### config.mk
export PLATFORM = sky130hd
export DESIGN_NAME = glcm_ctrl
export DESIGN_NICKNAME = d
export VERILOG_FILES = /design/src/design/glcm_pkg.sv /design/src/design/glcm_ctrl.sv
export VERILOG_INCLUDE_DIRS = /design/src /design/src/design
export SDC_FILE = /design/constraint.sdc
export NUM_CORES = 1
export LEC_CHECK = 0
export BUFFER_PORTS_ARGS = -buffer_cell sky130_fd_sc_hd__buf_4
export CORE_AREA = 2 2 39 41
export DETAILED_ROUTE_END_ITERATION = 8
export DIE_AREA = 0 0 41 43
export GPL_TIMING_DRIVEN = 1
export MAX_ROUTING_LAYER = met4
export PLACE_DENSITY = 0.58
export SYNTH_ARGS = -nofsm -noshare
export SYNTH_HDL_FRONTEND = slang
export SYNTH_SLANG_ARGS = --single-unit
### constraint.sdc
create_clock -name i_clk -period 2.25 [get_ports i_clk]
set_input_delay 0.1125 -clock i_clk [delete_from_list [all_inputs] [get_ports i_clk]]
set_output_delay 0.1125 -clock i_clk [all_outputs]
set_load 0.01 [all_outputs]
### src/design/assert_macros.svh
// assertion macros shared by the rtl files
`ifndef ASSERT_MACROS_SVH
`define ASSERT_MACROS_SVH

`ifndef SYNTHESIS

`define ASSERT_CLK(label, clk, rst_n, prop, msg) \
    label: assert property (@(posedge clk) disable iff (!rst_n) prop) else $error(msg);

`define ASSERT_NEVER(label, clk, rst_n, cond, msg) \
    label: assert property (@(posedge clk) disable iff (!rst_n) !(cond)) else $error(msg);

`else

`define ASSERT_CLK(label, clk, rst_n, prop, msg)

`define ASSERT_NEVER(label, clk, rst_n, cond, msg)

`endif

`endif

### src/design/glcm_pkg.sv
// shared types, codes and widths of the co-occurrence accumulator
package glcm_pkg;

    localparam int OP_W        = 2;
    localparam int PIXEL_W     = 8;
    localparam int LEVEL_W     = 8;
    localparam int BIN_COUNT_W = 16;
    localparam int CFG_INDEX_W = 2;
    localparam int CFG_DATA_W  = 11;
    localparam int IMG_WIDTH_W = 11;

    localparam logic [OP_W-1:0] OP_CLEAR = 2'd0;
    localparam logic [OP_W-1:0] OP_PIXEL = 2'd1;
    localparam logic [OP_W-1:0] OP_READ  = 2'd2;

    localparam logic [CFG_INDEX_W-1:0] CFG_TOP_LEVEL   = 2'd0;
    localparam logic [CFG_INDEX_W-1:0] CFG_DIRECTION   = 2'd1;
    localparam logic [CFG_INDEX_W-1:0] CFG_IMAGE_WIDTH = 2'd2;

    typedef enum logic [1:0] {
        DIR_RIGHT   = 2'd0,
        DIR_DIAG45  = 2'd1,
        DIR_DOWN    = 2'd2,
        DIR_DIAG135 = 2'd3
    } t_dir;

    typedef enum logic [2:0] {
        ST_CLEAR,
        ST_IDLE,
        ST_PX_MUL,
        ST_PX_QUANT,
        ST_PX_PAIR,
        ST_PX_BUMP,
        ST_RD_ADDR,
        ST_RD_DATA
    } t_state;

    typedef struct packed {
        logic load_item;
        logic clear_start;
        logic clear_step;
        logic mul;
        logic quant;
        logic row_next;
        logic pair;
        logic commit;
        logic read_sel;
        logic out_load;
    } t_cmd;

    typedef struct packed {
        logic clear_last;
        logic out_free;
    } t_status;

endpackage

### src/design/glcm_ctrl.sv
// sequencer for clear, pixel and read requests
`include "assert_macros.svh"

module glcm_ctrl (
    input  logic                      i_clk,
    input  logic                      i_rst_n,
    input  logic                      i_req_valid,
    input  logic [glcm_pkg::OP_W-1:0] i_req_op,
    output logic                      o_req_ready,
    input  glcm_pkg::t_status         i_status,
    output glcm_pkg::t_cmd            o_cmd
);

    glcm_pkg::t_state r_state;
    glcm_pkg::t_state n_state;
    logic             accept;

    assign accept = i_req_valid && o_req_ready;

    always_ff @(posedge i_clk) begin
        if (!i_rst_n) begin
            r_state <= glcm_pkg::ST_CLEAR;
        end else begin
            r_state <= n_state;
        end
    end

    always_comb begin
        n_state = r_state;
        unique case (r_state)
            glcm_pkg::ST_CLEAR: begin
                if (i_status.clear_last) begin
                    n_state = glcm_pkg::ST_IDLE;
                end
            end
            glcm_pkg::ST_IDLE: begin
                if (i_req_valid) begin
                    unique case (i_req_op)
                        glcm_pkg::OP_CLEAR: n_state = glcm_pkg::ST_CLEAR;
                        glcm_pkg::OP_PIXEL: n_state = glcm_pkg::ST_PX_MUL;
                        glcm_pkg::OP_READ:  n_state = glcm_pkg::ST_RD_ADDR;
                        default:            n_state = glcm_pkg::ST_IDLE;
                    endcase
                end
            end
            glcm_pkg::ST_PX_MUL:   n_state = glcm_pkg::ST_PX_QUANT;
            glcm_pkg::ST_PX_QUANT: n_state = glcm_pkg::ST_PX_PAIR;
            glcm_pkg::ST_PX_PAIR:  n_state = glcm_pkg::ST_PX_BUMP;
            glcm_pkg::ST_PX_BUMP:  n_state = glcm_pkg::ST_IDLE;
            glcm_pkg::ST_RD_ADDR:  n_state = glcm_pkg::ST_RD_DATA;
            glcm_pkg::ST_RD_DATA: begin
                if (i_status.out_free) begin
                    n_state = glcm_pkg::ST_IDLE;
                end
            end
            default: n_state = glcm_pkg::ST_IDLE;
        endcase
    end

    always_comb begin
        o_cmd       = '0;
        o_req_ready = 1'b0;
        unique case (r_state)
            glcm_pkg::ST_CLEAR: begin
                o_cmd.clear_step = 1'b1;
            end
            glcm_pkg::ST_IDLE: begin
                o_req_ready       = 1'b1;
                o_cmd.load_item   = accept;
                o_cmd.clear_start = accept && (i_req_op == glcm_pkg::OP_CLEAR);
            end
            glcm_pkg::ST_PX_MUL: begin
                o_cmd.mul = 1'b1;
            end
            glcm_pkg::ST_PX_QUANT: begin
                o_cmd.quant    = 1'b1;
                o_cmd.row_next = 1'b1;
            end
            glcm_pkg::ST_PX_PAIR: begin
                o_cmd.pair = 1'b1;
            end
            glcm_pkg::ST_PX_BUMP: begin
                o_cmd.commit = 1'b1;
            end
            glcm_pkg::ST_RD_ADDR: begin
                o_cmd.read_sel = 1'b1;
            end
            glcm_pkg::ST_RD_DATA: begin
                o_cmd.read_sel = 1'b1;
                o_cmd.out_load = i_status.out_free;
            end
            default: begin
                o_cmd = '0;
            end
        endcase
    end

    `ASSERT_CLK(a_pixel_starts, i_clk, i_rst_n, (accept && (i_req_op == glcm_pkg::OP_PIXEL)) |=> (r_state == glcm_pkg::ST_PX_MUL), "pixel request did not start the pixel sequence")
    `ASSERT_CLK(a_commit_ends, i_clk, i_rst_n, o_cmd.commit |=> (r_state == glcm_pkg::ST_IDLE), "pixel commit not followed by idle")
    `ASSERT_NEVER(a_clear_vs_commit, i_clk, i_rst_n, o_cmd.clear_step && (o_cmd.commit || o_cmd.out_load), "table clear overlaps another table access")

endmodule

; Yosys cells after proc, flatten, opt, wreduce, memory -nomap -nowiden
; Cells that the tools add are included.
; W data, S select, Z words.
[classes]
eq_ne = 12
n_mux = 14
reduce_logical = 6
[ops]
columns = op, n
row1 = $pmux W3 S8, 1
row2 = $eq A3 B3 Y1 const B, 4
row3 = $mux W3, 3
row4 = $pmux W3 S3, 1
row5 = $mux W1, 7
row6 = $eq A3 B2 Y1 const B, 2
row7 = $ne A2 B2 Y1 const B, 3
row8 = $mux W2, 2
row9 = $eq A3 B1 Y1 const B, 1
row10 = $logic_not A3 Y1, 1
row11 = $reduce_and A3 Y1, 1
row12 = $eq A2 B1 Y1 const B, 1
row13 = $eq A2 B2 Y1 const B, 1
row14 = $logic_and A1 B1 Y1, 2
row15 = $logic_not A2 Y1, 1
row16 = $reduce_or A2 Y1, 1
[totals]
ff_bits = 3
input_bits = 7
output_inout_bits = 11
wordCells = 33

; Logic depth before layout (Yosys ltp)
; Gate-level depths: netlist of the first run.
[logic_depth]
word_depth = 5
mapped_depth = 4
mapped_depth_nobuf = 4

; Worst setup path before layout of the first run
; OpenSTA, ideal clock, no wires.
[synth_path]
path_type = reg2out
start = reg r_state[0]
end = out o_cmd[8] (netlist name)
arrival_ps = 1050
required_ps = 2138
setup_slack_ps = 1087
path_stages_with_launch = 4
path_buffers = 1
cell_sequence = dfxtp_1 buf_4 nor3b_2 and3_1
[synth_rtl]
columns = element, line_no
row1 = start: declaration, glcm_ctrl.sv:14  ; glcm_pkg::t_state r_state;
row2 = start signal: assignment, glcm_ctrl.sv:22  ; r_state <= glcm_pkg::ST_CLEAR;
row3 = start signal: assignment, glcm_ctrl.sv:24  ; r_state <= n_state;
row4 = end: declaration, glcm_ctrl.sv:11  ; output glcm_pkg::t_cmd o_cmd

==> load_flow_metrics.sql, run 1 <==
INSERT INTO impl_metrics (metric_group, metric, value, unit) VALUES
('outcome', 'status', 'completed', ''),
('global_route', 'grt_pass1_wl', '1240', 'um'),
('sta', 'slew_headroom', '0.673', ''),
('job', 'max_cap_violations', '0', ''),
('cells_and_area', 'finalCoreUtilization', '0.356', ''),
('cells_and_area', 'area.sequential', '60.1', 'um^2'),
('setup_path', 'worst-r2r-cell-count', '3', ''),
('cells_and_area', 'antenna_cells_inserted', '0', ''),
('min_path', 'hold_end', 'r_state[0]', ''),
('detailed_routing', 'detailedRoute.firstPassIterationCount', '4', ''),
('clock_network', 'tritoncts.num_buffers', '3', ''),
('synth', 'synth-seq-cells', '3', ''),
('cells_and_area', 'multi_input_area', '248', 'um^2'),
('power', 'ir_worst_vdd', '0.297', 'mV'),
('setup_path', 'startpoint_type', 'register', ''),
('sta', 'final_count_of_negative_setup_slack_endpoints', '0', ''),
('clock_network', 'post_cts_hold_buffer_count', '0', ''),
('setup_path', 'critPathCaptureType', 'output port', ''),
('synth', 'synth.net_count', '48', ''),
('place', 'dpl.hpwl', '579', 'um'),
('die', 'top_level_ports', '18', ''),
('sta', 'skew', '0.556', 'ps'),
('die', 'vertical_die_dimension', '43', 'um'),
('setup_path', 'setup.reg_to_reg.worst_slack', '870', 'ps'),
('synth', 'yosysWarningCount', '0', ''),
('global_route', 'globalRouteTotalUtil', '0.112', ''),
('clock_network', 'clk_path_buf_depth', '2', ''),
('sta', 'layout_worst_path_cycle_share', '0.671', ''),
('detailed_routing', 'drc', '0', ''),
('cells_and_area', 'biggestRegsByFlops', 'r_state x3', ''),
('cells_and_area', 'registers.top_by_ff_count', 'r_state', ''),
('synth', 'syn_inst', '38', ''),
('detailed_routing', 'wirelength_per_cell', '10.8', 'um'),
('power', 'combinationalPowerShare', '0.462', ''),
('sta', 'minimum_period_implied_by_the_final_worst_setup_slack', '1510', 'ps'),
('synth', 'synth-seq-area-share', '0.171', ''),
('setup_path', 'cp_data_arrival_time', '1400', 'ps'),
('sta', 'report.final.slew_viol_count', '0', ''),
('power', 'p_leak', '0.244', 'nW'),
('clock_network', 'h-tree-depth', '1', ''),
('global_route', 'first_global_vias', '307', ''),
('clock_network', 'worst_setup_hold_path_clk_slew', '40', 'ps'),
('global_route', 'grt_start_max_net_pins', '15', ''),
('min_path', 'holdCritPathClass', 'in2reg', ''),
('power', 'pwrdens', '792', 'mW/mm^2'),
('sta', 'max_freq', '0.663', 'GHz'),
('cells_and_area', 'largest_reg_flops', '3', ''),
('cells_and_area', 'final_net_count', '66', ''),
('setup_path', 'worst-path-max-fanout', '12', ''),
('place', 'place.port_buffers', '17', ''),
('die', 'core_region_area', '0.00138', 'mm^2'),
('sta', 'finalHoldViolCount', '0', ''),
('clock_network', 'post_cts_resized', '0', ''),
('global_route', 'grt_antenna_before_repair', '0', ''),
('detailed_routing', 'route.antenna.remaining_nets', '0', ''),
('synth', 'synthesis.area_per_instance', '9.22', 'um^2'),
('setup_path', 'critical_path_class', 'reg2out', ''),
('setup_path', 'worst_reg2reg_path_endpoint', 'r_state[2]', ''),
('min_path', 'holdCritStartpoint', 'i_rst_n', ''),
('setup_path', 'crit-reg2reg-launch', 'r_state[0]', ''),
('synth', 'post_synthesis_cell_area', '350', 'um^2'),
('power', 'switching_power', '0.151', 'mW'),
('cells_and_area', 'share_of_layout_cells_above_drive_strength_1', '0.473', ''),
('clock_network', 'cts_root_buf', 'clkbuf_4', ''),
('cells_and_area', 'layout-area-overhead-vs-synth', '40.7', '%'),
('global_route', 'grt_overflow_total', '0', ''),
('die', 'initial_core_util', '0.253', ''),
('die', 'fp.dieArea', '0.00176', 'mm^2'),
('detailed_routing', 'detail_route.iter0.violations', '10', ''),
('clock_network', 'insertion_delay', '230', 'ps'),
('place', 'gp_congestion', '0.721', '');
[power groups by stage]
stage | registers (mW) | logic (mW) | clock network [mW]
4_1_cts | 0.117 | 0.183 | 0.0961
3_5_place_dp | 0.118 | 0.182 | 0
5_1_grt | 0.124 | 0.198 | 0.102
6_report | 0.116 | 0.180 | 0.0937
2_1_floorplan | 0.0848 | 0.154 | 0
3_3_place_gp | 0.117 | 0.180 | 0
[final cells by class]
cell class,instances,area share
repair buffers,17,0.259
inverters,3,0.0228
well taps,16,0.0406
clock buffers,4,0.0533
flip-flops and latches,3,0.122
multi-input cells,28,0.503
[layer usage]
layer | vias up | track usage | share of wire
li1 | 166 | - | -
met1 | 134 | 0.131 | 0.45
met2 | 16 | 0.138 | 0.45
met3 | 2 | 0.0314 | 0.086
met4 | 0 | 0.120 | 0.021
met5 | - | - | 0
[Yosys cell counts, drive strengths merged]
library cell / instances / area [um^2]
and4b: 1 / 10.0
nor2b: 1 / 6.26
and2: 3 / 18.8
a311oi: 1 / 15.0
a21oi: 2 / 10.0
mux2: 1 / 11.3
o31ai: 1 / 7.51
and3b: 1 / 8.76
nor4b: 1 / 23.8
nand2b: 2 / 12.5
a31oi: 1 / 6.26
and2b: 1 / 7.51
buf: 4 / 31.3
inv: 3 / 11.3
and3: 2 / 12.5
dfxtp: 3 / 60.1
nor4: 1 / 12.5
nor3b: 3 / 27.5
ha: 3 / 37.5
o21ai: 1 / 5.00
nor3: 2 / 15.0
[cell usage in the layout (no fill, tap or decap), types with 2 or more instances in the layout]
cell type   n
nand2b_1    2
and3_1      2
ha_1        3
clkbuf_4    3
a21oi_1     2
nor3b_1     2
buf_4      17
dfxtp_1     3
and2_1      3
inv_1       3
[metrics by stage]
| stage | power (mW) | std cells | hold WS, ps | cell area, um^2 | worst slack, ps |
|---|---|---|---|---|---|
| after floorplan | 0.239 | 38 | 240 | 350 | 1090 |
| after global placement | 0.297 | 67 | 370 | 467 | 921 |
| after detailed placement | 0.299 | 67 | 376 | 467 | 878 |
| after CTS | 0.396 | 71 | 133 | 493 | 726 |
| after global routing | 0.424 | 71 | 128 | 493 | 629 |
| final | 0.390 | 71 | 140 | 493 | 741 |
[worst max-delay path by stage]
stage	to	depth (start not counted)
floorplan	o_cmd[8]	3
global placement	r_state[2]	3
detailed placement	r_state[2]	3
CTS	o_cmd[4]	3
global route	o_cmd[4]	3
finish	o_cmd[4]	3
[cells by family after synthesis]
logic type	after synthesis	synth area share
compound gates	6	0.125
fa+ha+maj	3	0.107
buf+inv	7	0.121
flops	3	0.171
mux	1	0.0321
simple gates	18	0.443
[worst max-delay path, stage by stage, from the launching register on]
cell     delay [ps]
dfxtp_1         570
and2b_1         270
and2_1          180
buf_4           140
Power figures use the tool's default switching activity.
==> run 2, diff against run 1 <==
--- a/config.mk
+++ b/config.mk
@@ -12,7 +12,7 @@
 export DIE_AREA = 0 0 41 43
 export GPL_TIMING_DRIVEN = 1
 export MAX_ROUTING_LAYER = met4
-export PLACE_DENSITY = 0.58
+export PLACE_DENSITY = 0.6
 export SYNTH_ARGS = -nofsm -noshare
 export SYNTH_HDL_FRONTEND = slang
 export SYNTH_SLANG_ARGS = --single-unit
==> constraint.sdc (replaced) <==
create_clock -name i_clk -period 1.26 [get_ports i_clk]
set_input_delay 0.063 -clock i_clk [delete_from_list [all_inputs] [get_ports i_clk]]
set_output_delay 0.063 -clock i_clk [all_outputs]
set_load 0.01 [all_outputs]
==> run 2 against run 1 <==
Compared with the run above:
- the flow now finishes with violations (negative setup slack)
- clock skew increased by 1.2 ps
- routed wire length increased by 29%
- critical path type unchanged
- highest routed layer unchanged
- global-route usage increased by 1.0 points
- register-to-register slack got worse by 880 ps
- flip-flop and latch count unchanged
- total power increased by 150%
- design area increased by 32%
==> load_flow_metrics.sql, run 2 (synthesized netlist as in run 1, its figures left out) <==
INSERT INTO impl_metrics (metric_group, metric, value, unit) VALUES
('detailed_routing', 'detailedRoute.firstPassIterationCount', '4', ''),
('cells_and_area', 'biggestRegsByFlops', 'r_state x3', ''),
('cells_and_area', 'stdcell_count', '84', ''),
('detailed_routing', 'wirelength_per_cell', '11.8', 'um'),
('global_route', 'grt_util_met1', '0.115', ''),
('clock_network', 'clk_path_buf_depth', '2', ''),
('sta', 'whs', '99.0', 'ps'),
('global_route', 'grt_antenna_before_repair', '0', ''),
('sta', 'minimum_period_implied_by_the_final_worst_setup_slack', '1280', 'ps'),
('power', 'p_sw_frac', '0.362', ''),
('setup_path', 'worst_reg2reg_path_endpoint', 'r_state[0]', ''),
('die', 'floorplan.rows', '14', ''),
('sta', 'slew_headroom', '0.794', ''),
('power', 'ir_worst_vdd', '0.388', 'mV'),
('cells_and_area', 'registers.top_by_ff_count', 'r_state', ''),
('power', 'cellInternalPower', '0.617', 'mW'),
('sta', 'max_slew.worst_pin.slew', '306', 'ps'),
('setup_path', 'crit_path_end', 'o_cmd[4]', ''),
('cells_and_area', 'largest_reg_flops', '3', ''),
('outcome', 'violations', 'negative setup slack', ''),
('clock_network', 'insertion_delay', '240', 'ps'),
('sta', 'rsz0062_at_grt', 'yes', ''),
('clock_network', 'cts_num_sinks', '3', ''),
('setup_path', 'worst-path-max-fanout', '6', ''),
('setup_path', 'critical_path_class', 'reg2out', ''),
('sta', 'layout_worst_path_cycle_share', '1.02', ''),
('cells_and_area', 'antenna_cells_inserted', '0', ''),
('global_route', 'grt_busiest_layer', 'met2', ''),
('die', 'initial_core_util', '0.253', ''),
('setup_path', 'startpoint_type', 'register', ''),
('setup_path', 'worst-r2r-cell-count', '5', ''),
('setup_path', 'setup.reg_to_reg.worst_slack', '-10', 'ps'),
('setup_path', 'cp_data_arrival_time', '1220', 'ps'),
('cells_and_area', 'final_net_count', '79', ''),
('clock_network', 'worst_setup_hold_path_clk_slew', '40', 'ps'),
('clock_network', 'tritoncts.num_buffers', '3', ''),
('global_route', 'grt_pass1_wl', '1390', 'um'),
('detailed_routing', 'route.antenna.remaining_nets', '0', ''),
('sta', 'report.final.slew_viol_count', '0', ''),
('sta', 'finalHoldViolCount', '0', ''),
('power', 'sequential_power_share', '0.193', ''),
('place', 'gp_congestion', '0.747', ''),
('die', 'core_region_area', '0.00138', 'mm^2'),
('die', 'vertical_die_dimension', '43', 'um'),
('global_route', 'gr-usage-met2', '0.213', ''),
('detailed_routing', 'avgViaCountPerCell', '4.65', ''),
('power', 'power_frac_clock', '0.178', ''),
('sta', 'skew', '1.76', 'ps'),
('setup_path', 'worst-path-buf-inv', '2', ''),
('detailed_routing', 'dr_total_vias', '391', ''),
('job', 'max_cap_violations', '0', ''),
('sta', 'postLayoutSetupSlackWorst', '-21.0', 'ps'),
('power', 'combinationalPowerShare', '0.629', ''),
('setup_path', 'timing.critical_path.depth', '4', ''),
('setup_path', 'worstSetupStartpoint', 'r_state[0]', ''),
('cells_and_area', 'finalCoreUtilization', '0.469', ''),
('sta', 'timing.setup.tns', '-64.9', 'ps'),
('global_route', 'globalRouteTotalUtil', '0.122', ''),
('detailed_routing', 'detail_route.iter0.violations', '7', ''),
('setup_path', 'timing.critical_path.cells', 'buf_6, and2b_1, and2_1, buf_4', ''),
('global_route', 'gr_met3_demand_resource', '0.0314', ''),
('min_path', 'holdCritPathClass', 'in2reg', ''),
('sta', 'max_freq', '0.781', 'GHz'),
('global_route', 'grt_start_max_net_pins', '10', ''),
('setup_path', 'crit-reg2reg-launch', 'r_state[0]', ''),
('cells_and_area', 'final_common_cell', 'buf_4', ''),
('sta', 'final_count_of_negative_setup_slack_endpoints', '4', ''),
('power', 'switching_power', '0.350', 'mW'),
('place', 'place.port_buffers', '17', ''),
('die', 'fp.dieArea', '0.00176', 'mm^2'),
('power', 'p_leak', '0.327', 'nW'),
('power', 'pwrdens', '1490', 'mW/mm^2'),
('die', 'top_level_ports', '18', ''),
('setup_path', 'critical_path.top_delay_family', 'simple AND/OR/NAND/NOR gates', ''),
('setup_path', 'critPathCaptureType', 'output port', ''),
('place', 'cells_after_dpl', '71', ''),
('clock_network', 'h-tree-depth', '1', ''),
('global_route', 'grt_overflow_total', '0', ''),
('die', 'chipWidth', '41', 'um'),
('clock_network', 'cts_root_buf', 'clkbuf_4', ''),
('global_route', 'first_global_vias', '351', ''),
('place', 'dpl.hpwl', '655', 'um'),
('cells_and_area', 'layout-area-overhead-vs-synth', '85.4', '%'),
('cells_and_area', 'share_of_layout_cells_above_drive_strength_1', '0.662', ''),
('setup_path', 'worst_path_largest_cell_delay', '350', 'ps'),
('detailed_routing', 'drc', '0', ''),
('setup_path', 'cp_slowest_cell', 'dfxtp_4', ''),
('clock_network', 'cts_tree', 'done', ''),
('detailed_routing', 'routed_wl', '991', 'um'),
('setup_path', 'worst_ep_required_time', '1200', 'ps'),
('outcome', 'status', 'finished with violations', '');
## run 2: cell type report
class | count | area [um^2]
Inverter | 3 | 11.3
Multi-Input combinational cell | 28 | 284
Tap cell | 16 | 20.0
Sequential cell | 3 | 71.3
Fill cell | 130 | 734
Timing Repair Buffer | 30 | 236
Clock buffer | 4 | 26.3
## run 2: power groups by stage
stage / Clock, mW / Sequential (mW) / Combinational (mW)
floorplan: 0 / 0.151 / 0.275
global placement: 0 / 0.182 / 0.400
detailed placement: 0 / 0.181 / 0.404
CTS: 0.177 / 0.178 / 0.530
global route: 0.189 / 0.193 / 0.651
finish: 0.172 / 0.187 / 0.608
## run 2: timing repair
item / CTS / global route
hold buffers: 0 / 0
setup endpoints to repair: 8 / 10
resized for setup: 8 / 7
pin swaps: 2 / 7
buffers inserted: 7 / 2
## run 2: metrics by stage
stage                     cell area, um^2  total power, mW  setup WS [ps]
final                                 649            0.967          -21.0
after global routing                  649             1.03          -86.0
after global placement                497            0.582           35.4
after detailed placement              497            0.585           25.6
after floorplan                       350            0.426            147
after CTS                             598            0.885          -11.2
## run 2: metal layers
| layer | vias up | routed length, um |
|---|---|---|
| met5 | - | 0 |
| met4 | 0 | 17 |
| met3 | 2 | 57 |
| met2 | 14 | 545 |
| met1 | 180 | 371 |
| li1 | 195 | - |
## run 2: how the worst min path moves through the flow
stage               startpoint    endpoint  slack (ps)  cells after the start
global placement       i_rst_n  r_state[0]         320                      3
global route           i_rst_n  r_state[0]          90                      3
detailed placement     i_rst_n  r_state[0]         340                      3
finish                 i_rst_n  r_state[0]         100                      3
CTS                    i_rst_n  r_state[0]         100                      3
floorplan              i_rst_n  r_state[0]         190                      2
## run 2: worst min-delay path, stage by stage
cell	delay [ps]
buf_4	120
inv_1	70
a311oi_2	40
==> run 3, diff against run 2 <==
--- a/config.mk
+++ b/config.mk
@@ -7,12 +7,15 @@
 export NUM_CORES = 1
 export LEC_CHECK = 0
 export BUFFER_PORTS_ARGS = -buffer_cell sky130_fd_sc_hd__buf_4
+export CELL_PAD_IN_SITES_DETAIL_PLACEMENT = 0
+export CELL_PAD_IN_SITES_GLOBAL_PLACEMENT = 1
 export CORE_AREA = 2 2 39 41
+export CTS_BUF_LIST = sky130_fd_sc_hd__clkbuf_4 sky130_fd_sc_hd__clkbuf_8
 export DETAILED_ROUTE_END_ITERATION = 8
 export DIE_AREA = 0 0 41 43
 export GPL_TIMING_DRIVEN = 1
 export MAX_ROUTING_LAYER = met4
-export PLACE_DENSITY = 0.6
+export PLACE_DENSITY = 0.74
 export SYNTH_ARGS = -nofsm -noshare
 export SYNTH_HDL_FRONTEND = slang
 export SYNTH_SLANG_ARGS = --single-unit
==> constraint.sdc (replaced) <==
create_clock -name i_clk -period 1.6 [get_ports i_clk]
set_input_delay 0.08 -clock i_clk [delete_from_list [all_inputs] [get_ports i_clk]]
set_output_delay 0.08 -clock i_clk [all_outputs]
set_load 0.01 [all_outputs]
==> run 3 against run 2 <==
Compared with the run above:
- the flow now finishes without violations
- die area unchanged
- first-iteration DRC count increased by 14%
- highest routed layer unchanged
- critical endpoint unchanged
- register-to-register slack improved by 170 ps
- worst hold slack got worse by 3.6 ps
- via count decreased by 13%
- final cell count decreased by 14%
- design area decreased by 22%
==> load_flow_metrics.sql, run 3 (synthesized netlist as in run 1, its figures left out) <==
INSERT INTO impl_metrics (metric_group, metric, value, unit) VALUES
('clock_network', 'post_cts_resized', '0', ''),
('cells_and_area', 'antenna_cells_inserted', '0', ''),
('clock_network', 'cts_num_sinks', '3', ''),
('sta', 'max_freq', '0.671', 'GHz'),
('place', 'dpl-instance-area', '474', 'um^2'),
('sta', 'max_slew.worst_pin.slew', '457', 'ps'),
('place', 'setup_ws_pre_cts', '240', 'ps'),
('sta', 'layout_worst_path_cycle_share', '0.932', ''),
('cells_and_area', 'layout-area-overhead-vs-synth', '43.9', '%'),
('place', 'dpl.hpwl', '525', 'um'),
('detailed_routing', 'wirelength_per_cell', '10.4', 'um'),
('cells_and_area', 'biggestRegsByFlops', 'r_state x3', ''),
('clock_network', 'cts_tree', 'done', ''),
('setup_path', 'worst_path_largest_cell_delay', '590', 'ps'),
('sta', 'whs', '95.3', 'ps'),
('clock_network', 'worst_setup_hold_path_clk_slew', '40', 'ps'),
('sta', 'report.final.slew_viol_count', '0', ''),
('global_route', 'first_global_vias', '310', ''),
('cells_and_area', 'stdcell_count', '72', ''),
('outcome', 'status', 'completed', ''),
('detailed_routing', 'drc', '0', ''),
('global_route', 'grt_overflow_total', '0', ''),
('clock_network', 'tritoncts.num_buffers', '3', ''),
('clock_network', 'post_cts_hold_buffer_count', '0', ''),
('place', 'place.port_buffers', '17', ''),
('setup_path', 'worst-r2r-cell-count', '3', ''),
('min_path', 'holdCritPathClass', 'in2reg', ''),
('cells_and_area', 'multi_input_area', '248', 'um^2'),
('global_route', 'grt_pass1_wl', '1190', 'um'),
('power', 'pwrdens', '1150', 'mW/mm^2'),
('clock_network', 'cts.repair_timing.setup_buffer_count', '0', ''),
('setup_path', 'startpoint_type', 'register', ''),
('min_path', 'holdCritStartpoint', 'i_rst_n', ''),
('die', 'fp.dieArea', '0.00176', 'mm^2'),
('cells_and_area', 'layout.filler_cells', '146', ''),
('setup_path', 'critical_path_class', 'reg2out', ''),
('place', 'cells_after_dpl', '68', ''),
('cells_and_area', 'area.sequential', '60.1', 'um^2'),
('setup_path', 'worst_reg2reg_path_endpoint', 'r_state[2]', ''),
('place', 'gp_congestion', '0.788', ''),
('setup_path', 'crit-reg2reg-launch', 'r_state[0]', ''),
('cells_and_area', 'registers.top_by_ff_count', 'r_state', ''),
('detailed_routing', 'routed_wl', '752', 'um'),
('setup_path', 'worst-path-max-fanout', '12', ''),
('clock_network', 'clk_path_buf_depth', '2', ''),
('setup_path', 'critical_path.top_delay_family', 'flip-flops', ''),
('setup_path', 'setup.reg_to_reg.worst_slack', '160', 'ps'),
('sta', 'rsz0062_at_grt', 'no', ''),
('sta', 'skew', '8.79', 'ps'),
('cells_and_area', 'largest_reg_flops', '3', ''),
('sta', 'minimum_period_implied_by_the_final_worst_setup_slack', '1490', 'ps'),
('setup_path', 'cp_data_arrival_time', '1410', 'ps'),
('sta', 'finalHoldViolCount', '0', ''),
('power', 'p_leak', '0.253', 'nW'),
('setup_path', 'worst_ep_required_time', '1520', 'ps'),
('sta', 'postLayoutSetupSlackWorst', '109', 'ps'),
('global_route', 'gr_met3_demand_resource', '0.0314', ''),
('global_route', 'grt_antenna_before_repair', '0', ''),
('clock_network', 'insertion_delay', '240', 'ps'),
('die', 'core_region_area', '0.00138', 'mm^2'),
('detailed_routing', 'detail_route.iter0.violations', '8', ''),
('setup_path', 'worst-path-buf-inv', '1', ''),
('die', 'initial_core_util', '0.253', ''),
('die', 'chipWidth', '41', 'um'),
('power', 'ir_worst_vdd', '0.286', 'mV'),
('setup_path', 'timing.critical_path.cells', 'and2b_1, and2_1, buf_4', ''),
('global_route', 'grt_start_max_net_pins', '14', ''),
('cells_and_area', 'final_net_count', '67', ''),
('die', 'floorplan.rows', '14', ''),
('job', 'max_cap_violations', '0', ''),
('cells_and_area', 'mostFrequentLayoutCells', '18 x buf_4, 4 x clkbuf_4', ''),
('cells_and_area', 'final_design_area_no_fill', '504', 'um^2'),
('global_route', 'gr-usage-met2', '0.147', ''),
('global_route', 'grt_util_met1', '0.113', ''),
('die', 'top_level_ports', '18', ''),
('sta', 'final_count_of_negative_setup_slack_endpoints', '0', ''),
('clock_network', 'cts_root_buf', 'clkbuf_4', ''),
('cells_and_area', 'share_of_layout_cells_above_drive_strength_1', '0.500', ''),
('global_route', 'grt_busiest_layer', 'met2', ''),
('sta', 'timing.setup.tns', '0', 'ps'),
('global_route', 'globalRouteTotalUtil', '0.109', ''),
('detailed_routing', 'avgViaCountPerCell', '4.71', ''),
('die', 'vertical_die_dimension', '43', 'um'),
('cells_and_area', 'final_common_cell', 'buf_4', ''),
('clock_network', 'h-tree-depth', '1', ''),
('detailed_routing', 'detailedRoute.firstPassIterationCount', '2', ''),
('min_path', 'min_delay_path_depth', '3', ''),
('setup_path', 'critPathCaptureType', 'output port', ''),
('setup_path', 'cp_slowest_cell', 'dfxtp_1', ''),
('detailed_routing', 'route.antenna.remaining_nets', '0', ''),
('sta', 'slew_headroom', '0.695', ''),
('detailed_routing', 'dr_total_vias', '339', ''),
('min_path', 'hold_end', 'r_state[0]', '');
==> run 3: cell types whose count changed in the layout (fill, tap and decap cells not counted), moves of 2 or more <==
cell     delta
dfxtp_1     +3
buf_4       -9
buf_6       -3
dfxtp_4     -3
nor3b_1     +2
==> run 3: routing by layer <==
layer / share of wire / wire length, um
met5: 0 / 0
met4: 0.029 / 22
met3: 0.080 / 60
met2: 0.44 / 329
met1: 0.45 / 339
==> run 3: metrics by stage <==
stage          total power, mW  utilization
6_report                 0.580        0.364
5_1_grt                  0.630        0.364
4_1_cts                  0.583        0.364
3_5_place_dp             0.425        0.343
3_3_place_gp             0.427        0.343
2_1_floorplan            0.336            -
==> run 3: layout make-up <==
class / instances / share of cell area
Multi-Input combinational cell: 28 / 0.491
Timing Repair Buffer: 18 / 0.268
Sequential cell: 3 / 0.119
Clock buffer: 4 / 0.0596
Tap cell: 16 / 0.0397
Inverter: 3 / 0.0223
==> run 3: worst max path at each step <==
stage / from / end / slack, ps / depth (start not counted)
after global placement: r_state[0] / r_state[2] / 270 / 3
after floorplan: r_state[0] / o_cmd[8] / 470 / 3
after detailed placement: r_state[0] / r_state[2] / 240 / 3
final: r_state[2] / o_cmd[4] / 110 / 3
after CTS: r_state[2] / o_cmd[4] / 100 / 3
after global routing: r_state[0] / o_cmd[8] / 10 / 3
==> run 3: tightest hold or removal path: stages <==
cell,delay [ps]
buf_4,120
inv_1,60
a311oi_2,30
==> run 3: report_power, final <==
| part | internal [mW] | switching, mW | leakage (nW) |
|---|---|---|---|
| clock network | 0.111 | 0.0451 | 0.0184 |
| registers | 0.0953 | 0.0624 | 0.0249 |
| logic | 0.155 | 0.112 | 0.210 |
